==> src/bba_pkg.sv <==
`timescale 1ns / 1ps
// ----------------------------------------------------------------------------
// bba_pkg
// Shared field widths, types and codes of the bitmap block allocator.
// ----------------------------------------------------------------------------
package bba_pkg;

  localparam int BLOCK_W   = 12;
  localparam int CFG_W     = 13;
  localparam int STATUS_W  = 2;
  localparam int CFG_IDX_W = 2;

  typedef logic [BLOCK_W-1:0]   block_t;
  typedef logic [CFG_W-1:0]     cfg_t;
  typedef logic [STATUS_W-1:0]  status_t;
  typedef logic [CFG_IDX_W-1:0] cfg_idx_t;

  localparam status_t ST_OK          = 2'd0;
  localparam status_t ST_FULL        = 2'd1;
  localparam status_t ST_DOUBLE_FREE = 2'd2;
  localparam status_t ST_RANGE       = 2'd3;

  localparam logic KIND_ALLOC = 1'b0;
  localparam logic KIND_FREE  = 1'b1;

  localparam cfg_idx_t REG_TOTAL_BLOCKS     = 2'd0;
  localparam cfg_idx_t REG_FIRST_DATA_BLOCK = 2'd1;

  localparam cfg_t TOTAL_BLOCKS_RST     = 13'd4096;
  localparam cfg_t FIRST_DATA_BLOCK_RST = 13'd1;

endpackage

==> src/bba_if.sv <==
`timescale 1ns / 1ps
// ----------------------------------------------------------------------------
// bba_if
// Request and response channels of the bitmap block allocator.
// ----------------------------------------------------------------------------
interface bba_req_if;
  logic            valid;
  logic            ready;
  logic            kind;
  bba_pkg::block_t block;

  modport source (output valid, output kind, output block, input ready);
  modport sink   (input valid, input kind, input block, output ready);
endinterface

interface bba_rsp_if;
  logic             valid;
  logic             ready;
  bba_pkg::block_t  allocated_block;
  bba_pkg::status_t status;

  modport source (output valid, output allocated_block, output status, input ready);
  modport sink   (input valid, input allocated_block, input status, output ready);
endinterface

==> src/bitmap_block_allocator.sv <==
`timescale 1ns / 1ps
// ----------------------------------------------------------------------------
// bitmap_block_allocator
// First-fit block allocator over a used-bit map held in one word-wide RAM.
// ----------------------------------------------------------------------------
// One request is in flight at a time. An allocate walks the bitmap RAM from
// word 0, one word a cycle through its single read port, up to the first
// free bit at or above first_data_block (at most ceil(limit / WORD_BITS)
// words, 128 by default); with no room below the block count it answers
// without a scan. A free passes a word/bit split and then a read-modify-write;
// an out-of-range free is answered without either. After reset the RAM is
// cleared one word a cycle, ceil(MAX_BLOCKS / WORD_BITS) words (128 by
// default), before the first request is taken; configuration writes are
// taken throughout.
module bitmap_block_allocator #(
  parameter int MAX_BLOCKS = 4096,
  parameter int WORD_BITS  = 32
) (
  input  logic              clk,
  input  logic              rst,
  input  logic              cfg_we,
  input  bba_pkg::cfg_idx_t cfg_index,
  input  bba_pkg::cfg_t     cfg_data,
  bba_req_if.sink           req,
  bba_rsp_if.source         rsp
);

  localparam int MAP_WORDS = (MAX_BLOCKS + WORD_BITS - 1) / WORD_BITS;
  localparam int WAW       = (MAP_WORDS > 1) ? $clog2(MAP_WORDS) : 1;
  localparam int BIW       = $clog2(WORD_BITS);
  localparam int LW        = $clog2(MAX_BLOCKS + 1);
  localparam int CW        = (LW > bba_pkg::CFG_W) ? LW : bba_pkg::CFG_W;
  localparam int BW        = CW + 1;
  localparam int RSH       = 16;
  localparam int RECIP     = (1 << RSH) / WORD_BITS;
  localparam int QW        = bba_pkg::BLOCK_W;

  localparam logic [2:0] S_CLEAR = 3'd0;
  localparam logic [2:0] S_IDLE  = 3'd1;
  localparam logic [2:0] S_SCAN  = 3'd2;
  localparam logic [2:0] S_FDIV  = 3'd3;
  localparam logic [2:0] S_FREE  = 3'd4;

  logic [2:0]             state, state_next;
  logic [WAW-1:0]         clr_cnt;
  bba_pkg::cfg_t          total_blocks, first_data_block;
  logic [WAW-1:0]         scan_word;
  logic [BW-1:0]          base;
  bba_pkg::block_t        blk_q;
  logic [QW-1:0]          q_est;
  logic [WAW-1:0]         fr_word;
  logic [BIW-1:0]         fr_bit;
  logic [WORD_BITS-1:0]   rdata;
  logic                   out_valid;
  bba_pkg::block_t        out_block;
  bba_pkg::status_t       out_status;

  logic [WORD_BITS-1:0]   mem [MAP_WORDS];

  logic [BW-1:0]          tot_ext, lim, fdb, blk_ext;
  logic                   accept;
  logic [BW-1:0]          lo_off, hi_off, grant;
  logic [WORD_BITS-1:0]   elig;
  logic                   found;
  logic [BIW-1:0]         found_idx;
  logic                   last_word;
  logic [31:0]            q_mul;
  bba_pkg::block_t        prod, rem_raw, r_fix;
  logic                   rem_hi;
  logic [QW-1:0]          q_fix;
  logic [WAW-1:0]         rd_addr;
  logic                   mem_we;
  logic [WAW-1:0]         mem_wa;
  logic [WORD_BITS-1:0]   mem_wd;
  logic                   res_load;
  bba_pkg::block_t        res_block;
  bba_pkg::status_t       res_status;
  logic                   no_room, out_range;

  assign tot_ext   = BW'(total_blocks);
  assign lim       = (tot_ext > BW'(MAX_BLOCKS)) ? BW'(MAX_BLOCKS) : tot_ext;
  assign fdb       = BW'(first_data_block);
  assign blk_ext   = BW'(req.block);
  assign req.ready = (state == S_IDLE) && (!out_valid || rsp.ready);
  assign accept    = req.valid && req.ready;
  assign no_room   = (fdb >= lim);
  assign out_range = (blk_ext >= lim) || (blk_ext < fdb);

  // scan of one word: lanes between first_data_block and the block count
  always_comb begin
    lo_off = (fdb > base) ? (fdb - base) : '0;
    hi_off = (lim > base) ? (lim - base) : '0;
    for (int i = 0; i < WORD_BITS; i++) begin
      elig[i] = (BW'(i) >= lo_off) && (BW'(i) < hi_off) && !rdata[i];
    end
    found     = 1'b0;
    found_idx = '0;
    for (int i = WORD_BITS - 1; i >= 0; i--) begin
      if (elig[i]) begin
        found     = 1'b1;
        found_idx = BIW'(i);
      end
    end
    grant     = base + BW'(found_idx);
    last_word = (base + BW'(WORD_BITS)) >= lim;
  end

  // word and bit of a freed block: reciprocal estimate, one correction
  assign q_mul   = 32'(req.block) * 32'(RECIP);
  assign prod    = bba_pkg::BLOCK_W'(32'(q_est) * 32'(WORD_BITS));
  assign rem_raw = blk_q - prod;
  assign rem_hi  = rem_raw >= bba_pkg::BLOCK_W'(WORD_BITS);
  assign q_fix   = rem_hi ? (q_est + 1'b1) : q_est;
  assign r_fix   = rem_hi ? (rem_raw - bba_pkg::BLOCK_W'(WORD_BITS)) : rem_raw;

  always_comb begin
    unique case (state)
      S_SCAN:  rd_addr = scan_word + 1'b1;
      S_FDIV:  rd_addr = WAW'(q_fix);
      default: rd_addr = '0;
    endcase
  end

  always_comb begin
    mem_we = 1'b0;
    mem_wa = '0;
    mem_wd = '0;
    unique case (state)
      S_CLEAR: begin
        mem_we = 1'b1;
        mem_wa = clr_cnt;
      end
      S_SCAN: begin
        mem_we = found;
        mem_wa = scan_word;
        mem_wd = rdata | (WORD_BITS'(1) << found_idx);
      end
      S_FREE: begin
        mem_we = rdata[fr_bit];
        mem_wa = fr_word;
        mem_wd = rdata & ~(WORD_BITS'(1) << fr_bit);
      end
      default: ;
    endcase
  end

  always_comb begin
    res_load   = 1'b0;
    res_block  = '0;
    res_status = bba_pkg::ST_OK;
    state_next = state;
    unique case (state)
      S_CLEAR: begin
        if (clr_cnt == WAW'(MAP_WORDS - 1)) state_next = S_IDLE;
      end
      S_IDLE: begin
        if (accept) begin
          if (req.kind == bba_pkg::KIND_ALLOC) begin
            if (no_room) begin
              res_load   = 1'b1;
              res_status = bba_pkg::ST_FULL;
            end else begin
              state_next = S_SCAN;
            end
          end else begin
            if (out_range) begin
              res_load   = 1'b1;
              res_status = bba_pkg::ST_RANGE;
            end else begin
              state_next = S_FDIV;
            end
          end
        end
      end
      S_SCAN: begin
        if (found) begin
          res_load   = 1'b1;
          res_block  = bba_pkg::BLOCK_W'(grant);
          state_next = S_IDLE;
        end else if (last_word) begin
          res_load   = 1'b1;
          res_status = bba_pkg::ST_FULL;
          state_next = S_IDLE;
        end
      end
      S_FDIV: begin
        state_next = S_FREE;
      end
      S_FREE: begin
        res_load   = 1'b1;
        res_status = rdata[fr_bit] ? bba_pkg::ST_OK : bba_pkg::ST_DOUBLE_FREE;
        state_next = S_IDLE;
      end
      default: state_next = S_IDLE;
    endcase
  end

  always_ff @(posedge clk) begin
    if (mem_we) mem[mem_wa] <= mem_wd;
    rdata <= mem[rd_addr];
  end

  always_ff @(posedge clk) begin
    if (rst) begin
      state            <= S_CLEAR;
      clr_cnt          <= '0;
      total_blocks     <= bba_pkg::TOTAL_BLOCKS_RST;
      first_data_block <= bba_pkg::FIRST_DATA_BLOCK_RST;
      out_valid        <= 1'b0;
    end else begin
      state <= state_next;
      if (state == S_CLEAR) clr_cnt <= clr_cnt + 1'b1;
      if (cfg_we) begin
        case (cfg_index)
          bba_pkg::REG_TOTAL_BLOCKS:     total_blocks     <= cfg_data;
          bba_pkg::REG_FIRST_DATA_BLOCK: first_data_block <= cfg_data;
          default: ;
        endcase
      end
      if (res_load) begin
        out_valid <= 1'b1;
      end else if (rsp.ready) begin
        out_valid <= 1'b0;
      end
    end
  end

  always_ff @(posedge clk) begin
    if (accept) begin
      scan_word <= '0;
      base      <= '0;
      blk_q     <= req.block;
      q_est     <= QW'(q_mul >> RSH);
    end else if (state == S_SCAN && !found && !last_word) begin
      scan_word <= scan_word + 1'b1;
      base      <= base + BW'(WORD_BITS);
    end
    if (state == S_FDIV) begin
      fr_word <= WAW'(q_fix);
      fr_bit  <= BIW'(r_fix);
    end
    if (res_load) begin
      out_block  <= res_block;
      out_status <= res_status;
    end
  end

  assign rsp.valid           = out_valid;
  assign rsp.allocated_block = out_block;
  assign rsp.status          = out_status;

  a_grant_in_range: assert property (@(posedge clk) disable iff (rst)
    (state == S_SCAN && found) |-> (grant >= fdb && grant < lim))
    else $error("granted block outside data range");

  a_no_overwrite: assert property (@(posedge clk) disable iff (rst)
    res_load |-> (!out_valid || rsp.ready))
    else $error("result overwrites an untaken response");

  a_accept_progress: assert property (@(posedge clk) disable iff (rst)
    accept |=> (out_valid || state == S_SCAN || state == S_FDIV))
    else $error("accepted transaction neither answered nor in work");

  a_free_write_bit: assert property (@(posedge clk) disable iff (rst)
    (state == S_FREE && mem_we) |-> (res_status == bba_pkg::ST_OK))
    else $error("free writes the bitmap on a failed free");

endmodule
==> src/flat_wrapper.sv <==
// flat-port wrapper written by rule: the top's interface ports become plain ports
module bitmap_block_allocator_flat 
#(
  parameter int MAX_BLOCKS = 4096,
  parameter int WORD_BITS  = 32
)
  (clk, rst, cfg_we, cfg_index, cfg_data, req_valid, req_kind, req_block, req_ready, rsp_valid, rsp_allocated_block, rsp_status, rsp_ready);
  bba_req_if req_i ();
  bba_rsp_if rsp_i ();
  input  logic clk;
  input  logic rst;
  input  logic cfg_we;
  input  bba_pkg::cfg_idx_t cfg_index;
  input  bba_pkg::cfg_t cfg_data;
  input wire logic [$bits(req_i.valid)-1:0] req_valid;
  input wire logic [$bits(req_i.kind)-1:0] req_kind;
  input wire logic [$bits(req_i.block)-1:0] req_block;
  output wire logic [$bits(req_i.ready)-1:0] req_ready;
  output wire logic [$bits(rsp_i.valid)-1:0] rsp_valid;
  output wire logic [$bits(rsp_i.allocated_block)-1:0] rsp_allocated_block;
  output wire logic [$bits(rsp_i.status)-1:0] rsp_status;
  input wire logic [$bits(rsp_i.ready)-1:0] rsp_ready;
  assign req_i.valid = req_valid;
  assign req_i.kind = req_kind;
  assign req_i.block = req_block;
  assign req_ready = req_i.ready;
  assign rsp_valid = rsp_i.valid;
  assign rsp_allocated_block = rsp_i.allocated_block;
  assign rsp_status = rsp_i.status;
  assign rsp_i.ready = rsp_ready;
  bitmap_block_allocator #(.MAX_BLOCKS(MAX_BLOCKS), .WORD_BITS(WORD_BITS)) u_core (.clk(clk), .rst(rst), .cfg_we(cfg_we), .cfg_index(cfg_index), .cfg_data(cfg_data), .req(req_i), .rsp(rsp_i));
endmodule
==> config.mk <==
export PLATFORM = sky130hd
export DESIGN_NAME = bitmap_block_allocator_flat
export DESIGN_NICKNAME = d
export VERILOG_FILES = /design/src/bba_pkg.sv /design/src/bba_if.sv /design/src/bitmap_block_allocator.sv /design/src/flat_wrapper.sv
export SDC_FILE = /design/constraint.sdc
export NUM_CORES = 2
export LEC_CHECK = 0
export BUFFER_PORTS_ARGS = -buffer_cell sky130_fd_sc_hd__buf_2
export CORE_ASPECT_RATIO = 0.7
export CORE_MARGIN = 2
export CORE_UTILIZATION = 40
export DETAILED_ROUTE_END_ITERATION = 8
export PLACE_DENSITY = 0.56
export REMOVE_ABC_BUFFERS = 1
export SYNTH_ARGS = -nofsm -noshare
export SYNTH_HDL_FRONTEND = slang
export SYNTH_SLANG_ARGS = --single-unit
==> constraint.sdc <==
create_clock -name clk -period 18.6 [get_ports clk]
set_input_delay 1.86 -clock clk [delete_from_list [all_inputs] [get_ports clk]]
set_output_delay 1.86 -clock clk [all_outputs]
set_load 0.05 [all_outputs]
======== After elaboration in Yosys (flattened, before gate mapping) ========
Memory sizes are Yosys's and may differ from the RTL's. A register that Yosys moved wholly into a read port is not among the register bits.
Index checks and enable logic that the tools add are counted.
cells by class
  multiply operators ...................... 0
  bitwise gates (word level) .............. 3
  equality and inequality tests ........... 11
  $add $sub $neg .......................... 9
  div/mod/pow operators ................... 0
  muxes and demuxes ....................... 102
  magnitude comparators ................... 73
  shifts and indexed selects .............. 2
  reduce and logical (&&, ||, !) cells .... 112
operator list
  cell                    count
  $ge A5 B14 Y1 const A   16
  $lt A5 B14 Y1 const A   16
  $mux W5                 33
  $ge A4 B14 Y1 const A   8
  $lt A4 B14 Y1 const A   8
  $logic_and A1 B1 Y1     68
  $pmux W32 S2            1
  $shl A1 B5 Y32 const A  2
  $ge A3 B14 Y1 const A   4
  $lt A3 B14 Y1 const A   4
  $mux W1                 45
  $logic_not A1 Y1        35
  $and A32 B32 Y32        1
  $not A32 Y32            1
  $or A32 B32 Y32         1
  $ge A1 B14 Y1 const A   2
  $ge A2 B14 Y1 const A   2
  $gt A13 B14 Y1          2
  $lt A1 B14 Y1 const A   2
  $lt A2 B14 Y1 const A   2
  $mux W14                2
  $sub A13 B14 Y14        2
  $add A7 B1 Y7 const B   3
  $mux W3                 7
  other kinds (34)        45
word-level totals
  latch bits .............................. 0
  memory bits (read-only) ................. 0
  bits of input ports ..................... 33
  bits in writable memories ............... 4096
  output and inout port bits .............. 16
  memories kept ........................... 1
  flip-flop bits (word level) ............. 103
memories
  name        depth  width  read ports  clocked after Yosys merged registers in  write ports  line                          source
  u_core.mem  128    32     1           1                                        1            bitmap_block_allocator.sv:58  logic [WORD_BITS-1:0] mem [MAP_WORDS];

======== Depth between registers and ports, before layout ========
  word-level depth ........................ 42
  mapped depth ............................ 23
  depth with buffers taken out ............ 16

======== Worst setup path before layout ========
No wires, ideal clock.
  path type ............................... register to register
  start point ............................. reg u_core.total_blocks[12]
  end point ............................... mem u_core.mem[0][12] (data pin)
  data arrival time ....................... 11298 ps
  slack ................................... 5713 ps
  cell stages (with the launch flop) ...... 20
  period minus slack after synthesis ...... 12887 ps
  setup time .............................. 1588 ps
  path buffers ............................ 4
  path through ............................ dfxtp_1 > buf_2 > inv_1 > clkbuf_1 > nand2_1 > ha_1 > fa_1 > xor2_1 > nand3_1 > mux2_2 > a211o_1 > nor4_1 > o21bai_1 > clkbuf_1 > and2_1 > o31ai_1 > and4bb_1 > a221oi_2 > buf_4 > o41ai_1
on the way
  longest elaborated chain between the ends .. 42
ends and longest elaborated chain
  item                                                line                           source
  start, declared                                     bitmap_block_allocator.sv:46   bba_pkg::cfg_t total_blocks, first_data_block;
  start signal, assigned                              bitmap_block_allocator.sv:207  total_blocks <= bba_pkg::TOTAL_BLOCKS_RST;
  start signal, assigned                              bitmap_block_allocator.sv:215  bba_pkg::REG_TOTAL_BLOCKS: total_blocks <= cfg_data;
  $gt A13 B13 Y1                                      bitmap_block_allocator.sv:81   assign lim = (tot_ext > BW'(MAX_BLOCKS)) ? BW'(MAX_BLOCKS) : tot_ext;
  $mux W13 (*)                                        bitmap_block_allocator.sv:81
  $sub A13 B14 Y14 or $gt A13 B14 Y1 (tied branches)  bitmap_block_allocator.sv:92   hi_off = (lim > base) ? (lim - base) : '0;
  $mux W14 (*)                                        bitmap_block_allocator.sv:92
  $lt A5 B14 Y1                                       bitmap_block_allocator.sv:94   elig[i] = (BW'(i) >= lo_off) && (BW'(i) < hi_off) && !rdata[i];
  $logic_and A1 B1 Y1 (2 in series)                   bitmap_block_allocator.sv:94
  $mux W5 (31 in series)                              bitmap_block_allocator.sv:99   if (elig[i]) begin
  $mux W5 (*)                                         bitmap_block_allocator.sv:99
  $shl A1 B5 Y32 (*)                                  bitmap_block_allocator.sv:136  mem_wd = rdata | (WORD_BITS'(1) << found_idx);
  $or A32 B32 Y32 (*)                                 bitmap_block_allocator.sv:136
  $pmux W32 S2 (*)                                    bitmap_block_allocator.sv:128  unique case (state)
  net u_core.mem_wd[12]                               bitmap_block_allocator.sv:74   logic [WORD_BITS-1:0] mem_wd;
  end, declared                                       bitmap_block_allocator.sv:58
The timed path passes the listed nets; every way through them passes the cells marked *.

======== Final worst setup path ========
  start point ............................. reg u_core.total_blocks[12]
  end point ............................... mem u_core.mem[0][7] (data pin)
The elaborated chain is that of the path after synthesis.

==> flow_metrics.tcl <==
set metrics [dict create \
    status "finished clean" \
    worstSetupStartpointType "register" \
    layout_commonest_cell "nand2_1" \
    detail_route.iter0.violations 14000 \
    die_h_um 552 \
    clk_pin_slew_ps 70 \
    cts_setup_buffers 0 \
    via_count 112000 \
    worstPathArrival_ps 8820 \
    path_class "register to register" \
    rsz0062_at_grt "no" \
    cp.required_ps 19200 \
    fp.coreArea_sq_um 428000 \
    cellPowerDensity_nw_per_um2 96.3 \
    async_flop_share_pct 0 \
    grt_pass1_vias 103000 \
    clock_path_buffers 4 \
    gp_congestion 0.892 \
    place_hpwl_um 296000 \
    ys_seq_elements 4219 \
    maxCapViolCount 0 \
    cts.htree.levels 5 \
    r2r_start "u_core.total_blocks[12]" \
    area_delta_synth_final_pct 11.8 \
    drt-vias-per-instance 5.79 \
    dr.pass1.iters 6 \
    endpoint_kind "register" \
    finalSetupViolCount 0 \
    dieWidth_um 787 \
    holdWs_ps 425 \
    antenna_found_initial 22 \
    clockRootBuffer "clkbuf_16" \
    switchingPower_mw 3.77 \
    finalCriticalPeriod_ps 8210 \
    finalPower_mw 18.5 \
    avgSynthCellArea_sq_um 12.8 \
    die_area_sq_um 435000 \
    p_int_mw 14.7 \
    post_cts_resized 0 \
    fin_crit_sh_pct 44.2 \
    cp_max_fo 56 \
    synth_flop_cell "edfxtp_1" \
    seq_area_frac_synth_pct 73.3 \
    worst_r2r_path_depth 18 \
    layout_common_cells "nand2_1, edfxtp_1, nand3_1" \
    drt-total-wl_um 528000 \
    grt_pass1_wl_um 758000 \
    p_leak_nw 63.9 \
    yosys_warnings 0 \
    start_util_pct 40.1 \
    hp-class "register to register" \
    grt_usage_pct 23.4 \
    p_clk_share_pct 42.9 \
    netlist_instances 13400 \
    synth_top_area_cell "edfxtp_1" \
    wire_per_inst_um 27.4 \
    syn-cell-area_sq_um 172000 \
    pwr-share-comb_pct 1.1 \
    postRouteAntennaNets 0 \
    rows 201 \
    port_buffers 48 \
    switching_share_pct 20.4 \
    synth_cell_types 103 \
    peakVddDrop_mv 0.0729 \
    ioPinCount 49 \
    fin_nets 13400 \
    cts_tree "done" \
    hold_viol_final 0 \
    fillers 38400 \
    grt_overflow 0 \
    max_freq_mhz 122 \
    grt_max_degree 157 \
    synth_top_cell_area_share_pct 72.3 \
    worst_pin_slew_ps 1470 \
    worst_clock_skew_ps 57.6 \
    drive_gt1_share_pct 8.74 \
    critPathLaunch "u_core.total_blocks[12]" \
    drt_drc_violations_left 0 \
    synth-edff-count 4134 \
    slew_viol_final 0 \
    holdCritStartpoint "u_core.blk_q[1]" \
    timing.slew.headroom_pct 1.75 \
    numCtsBuffers 390 \
    hold_depth 0 \
    insertion_delay_ps 960 \
    hold_buffers 0 \
    synthTopCellsByArea "edfxtp_1, nand2_1, a311oi_1" \
    cts_sinks 4219 \
    p_seq_share_pct 56.0 \
]
cells in the mapped netlist (all sizes together), types with 11 or more instances:
cell / number
a211oi: 247
a21o: 51
a21oi: 320
a311oi: 772
a31oi: 271
and2: 11
and3: 514
buf: 87
clkbuf: 878
dfxtp: 85
edfxtp: 4134
ha: 63
inv: 39
nand2: 4242
nand2b: 28
nand3: 1061
nand4: 14
nor2: 219
nor2b: 23
nor3: 28
o211ai: 24
o21a: 11
o21ai: 90
o31ai: 30
xnor2: 18
xor2: 15
through the flow:
| stage | cells | setup WS [ps] | TNS [ps] | instance area (sq um) | utilization (%) |
|---|---|---|---|---|---|
| finish | 19300 | 10390 | 0 | 192000 | 44.9 |
| global route | 19300 | 9990 | 0 | 192000 | 44.9 |
| CTS | 19300 | 10570 | 0 | 192000 | 44.9 |
| detailed placement | 18600 | 10670 | 0 | 180000 | 42.0 |
| global placement | 18600 | 10770 | 0 | 180000 | 42.0 |
| floorplan | 12500 | -35830 | -1146430 | 168000 | - |
power by group through the flow:
| stage | Clock (mW) | Combinational (mW) | Sequential, mW |
|---|---|---|---|
| CTS | 8.02 | 0.203 | 10.4 |
| global route | 8.38 | 0.221 | 10.3 |
| global placement | 0 | 0.203 | 10.6 |
| finish | 7.92 | 0.210 | 10.4 |
| floorplan | 0 | 0.0949 | 10.5 |
| detailed placement | 0 | 0.202 | 10.6 |
cells by family after synthesis:
logic type,after synthesis,synth area share [%]
fa+ha+maj,65,0.482
flops,4219,73.3
buf+inv,1006,2.26
xor+xnor,33,0.168
simple gates,6195,15.4
mux,23,0.209
compound gates,1893,8.18
final timing paths:
check,to,slack [ps]
worst min-delay path,u_core.fr_bit[1],420
worst max-delay path,u_core.mem[0][7],10390
worst min register to register,u_core.fr_bit[1],420
worst max register to register,u_core.mem[0][7],10390
per-layer routing:
metal	vias to the layer above	track usage [%]	share of wire (%)
met5	-	0	0.0025
met3	643	4.11	9.1
met2	4968	34.2	43
met4	2	5.58	2.5
met1	56300	36.2	45
li1	49700	-	-
cell type report:
class / instances / area, sq um / share of cell area (%)
timing repair buffer: 411 / 3250 / 1.69
inverter: 41 / 154 / 0.0801
antenna: 10 / 25.0 / 0.0130
tap: 5684 / 7110 / 3.70
multi-input combinational: 8209 / 43500 / 22.6
clock buffer: 480 / 10300 / 5.35
clock inverter: 215 / 1910 / 0.993
sequential: 4219 / 126000 / 65.5
registers in the layout, indices dropped and copies added (netlist names), 5 cells and up:
register                    cells
u_core.clr_cnt                  7
u_core.first_data_block        13
u_core.base                     9
u_core.rdata                   32
u_core.mem                   4096
u_core.blk_q                   12
u_core.total_blocks            13
u_core.fr_word                  7
u_core.fr_bit                   5
u_core.rsp.allocated_block     12
u_core.scan_word                7
worst max-delay path, stage by stage, from the launching register on:
cell and delay, ps:
dfxtp_1 550, inv_1 310, nand2_1 240, inv_1 60
ha_1 450, nand3_1 180, a211oi_2 300, o311a_1 360
nand2b_1 300, a31oi_2 770, o21ai_1 360, nand2b_1 250
o2111a_1 270, a211oi_1 320, and2_1 370, nand3_1 320
o21ai_4 930, buf_4 700, buf_4 720
Power figures use the tool's default switching activity.
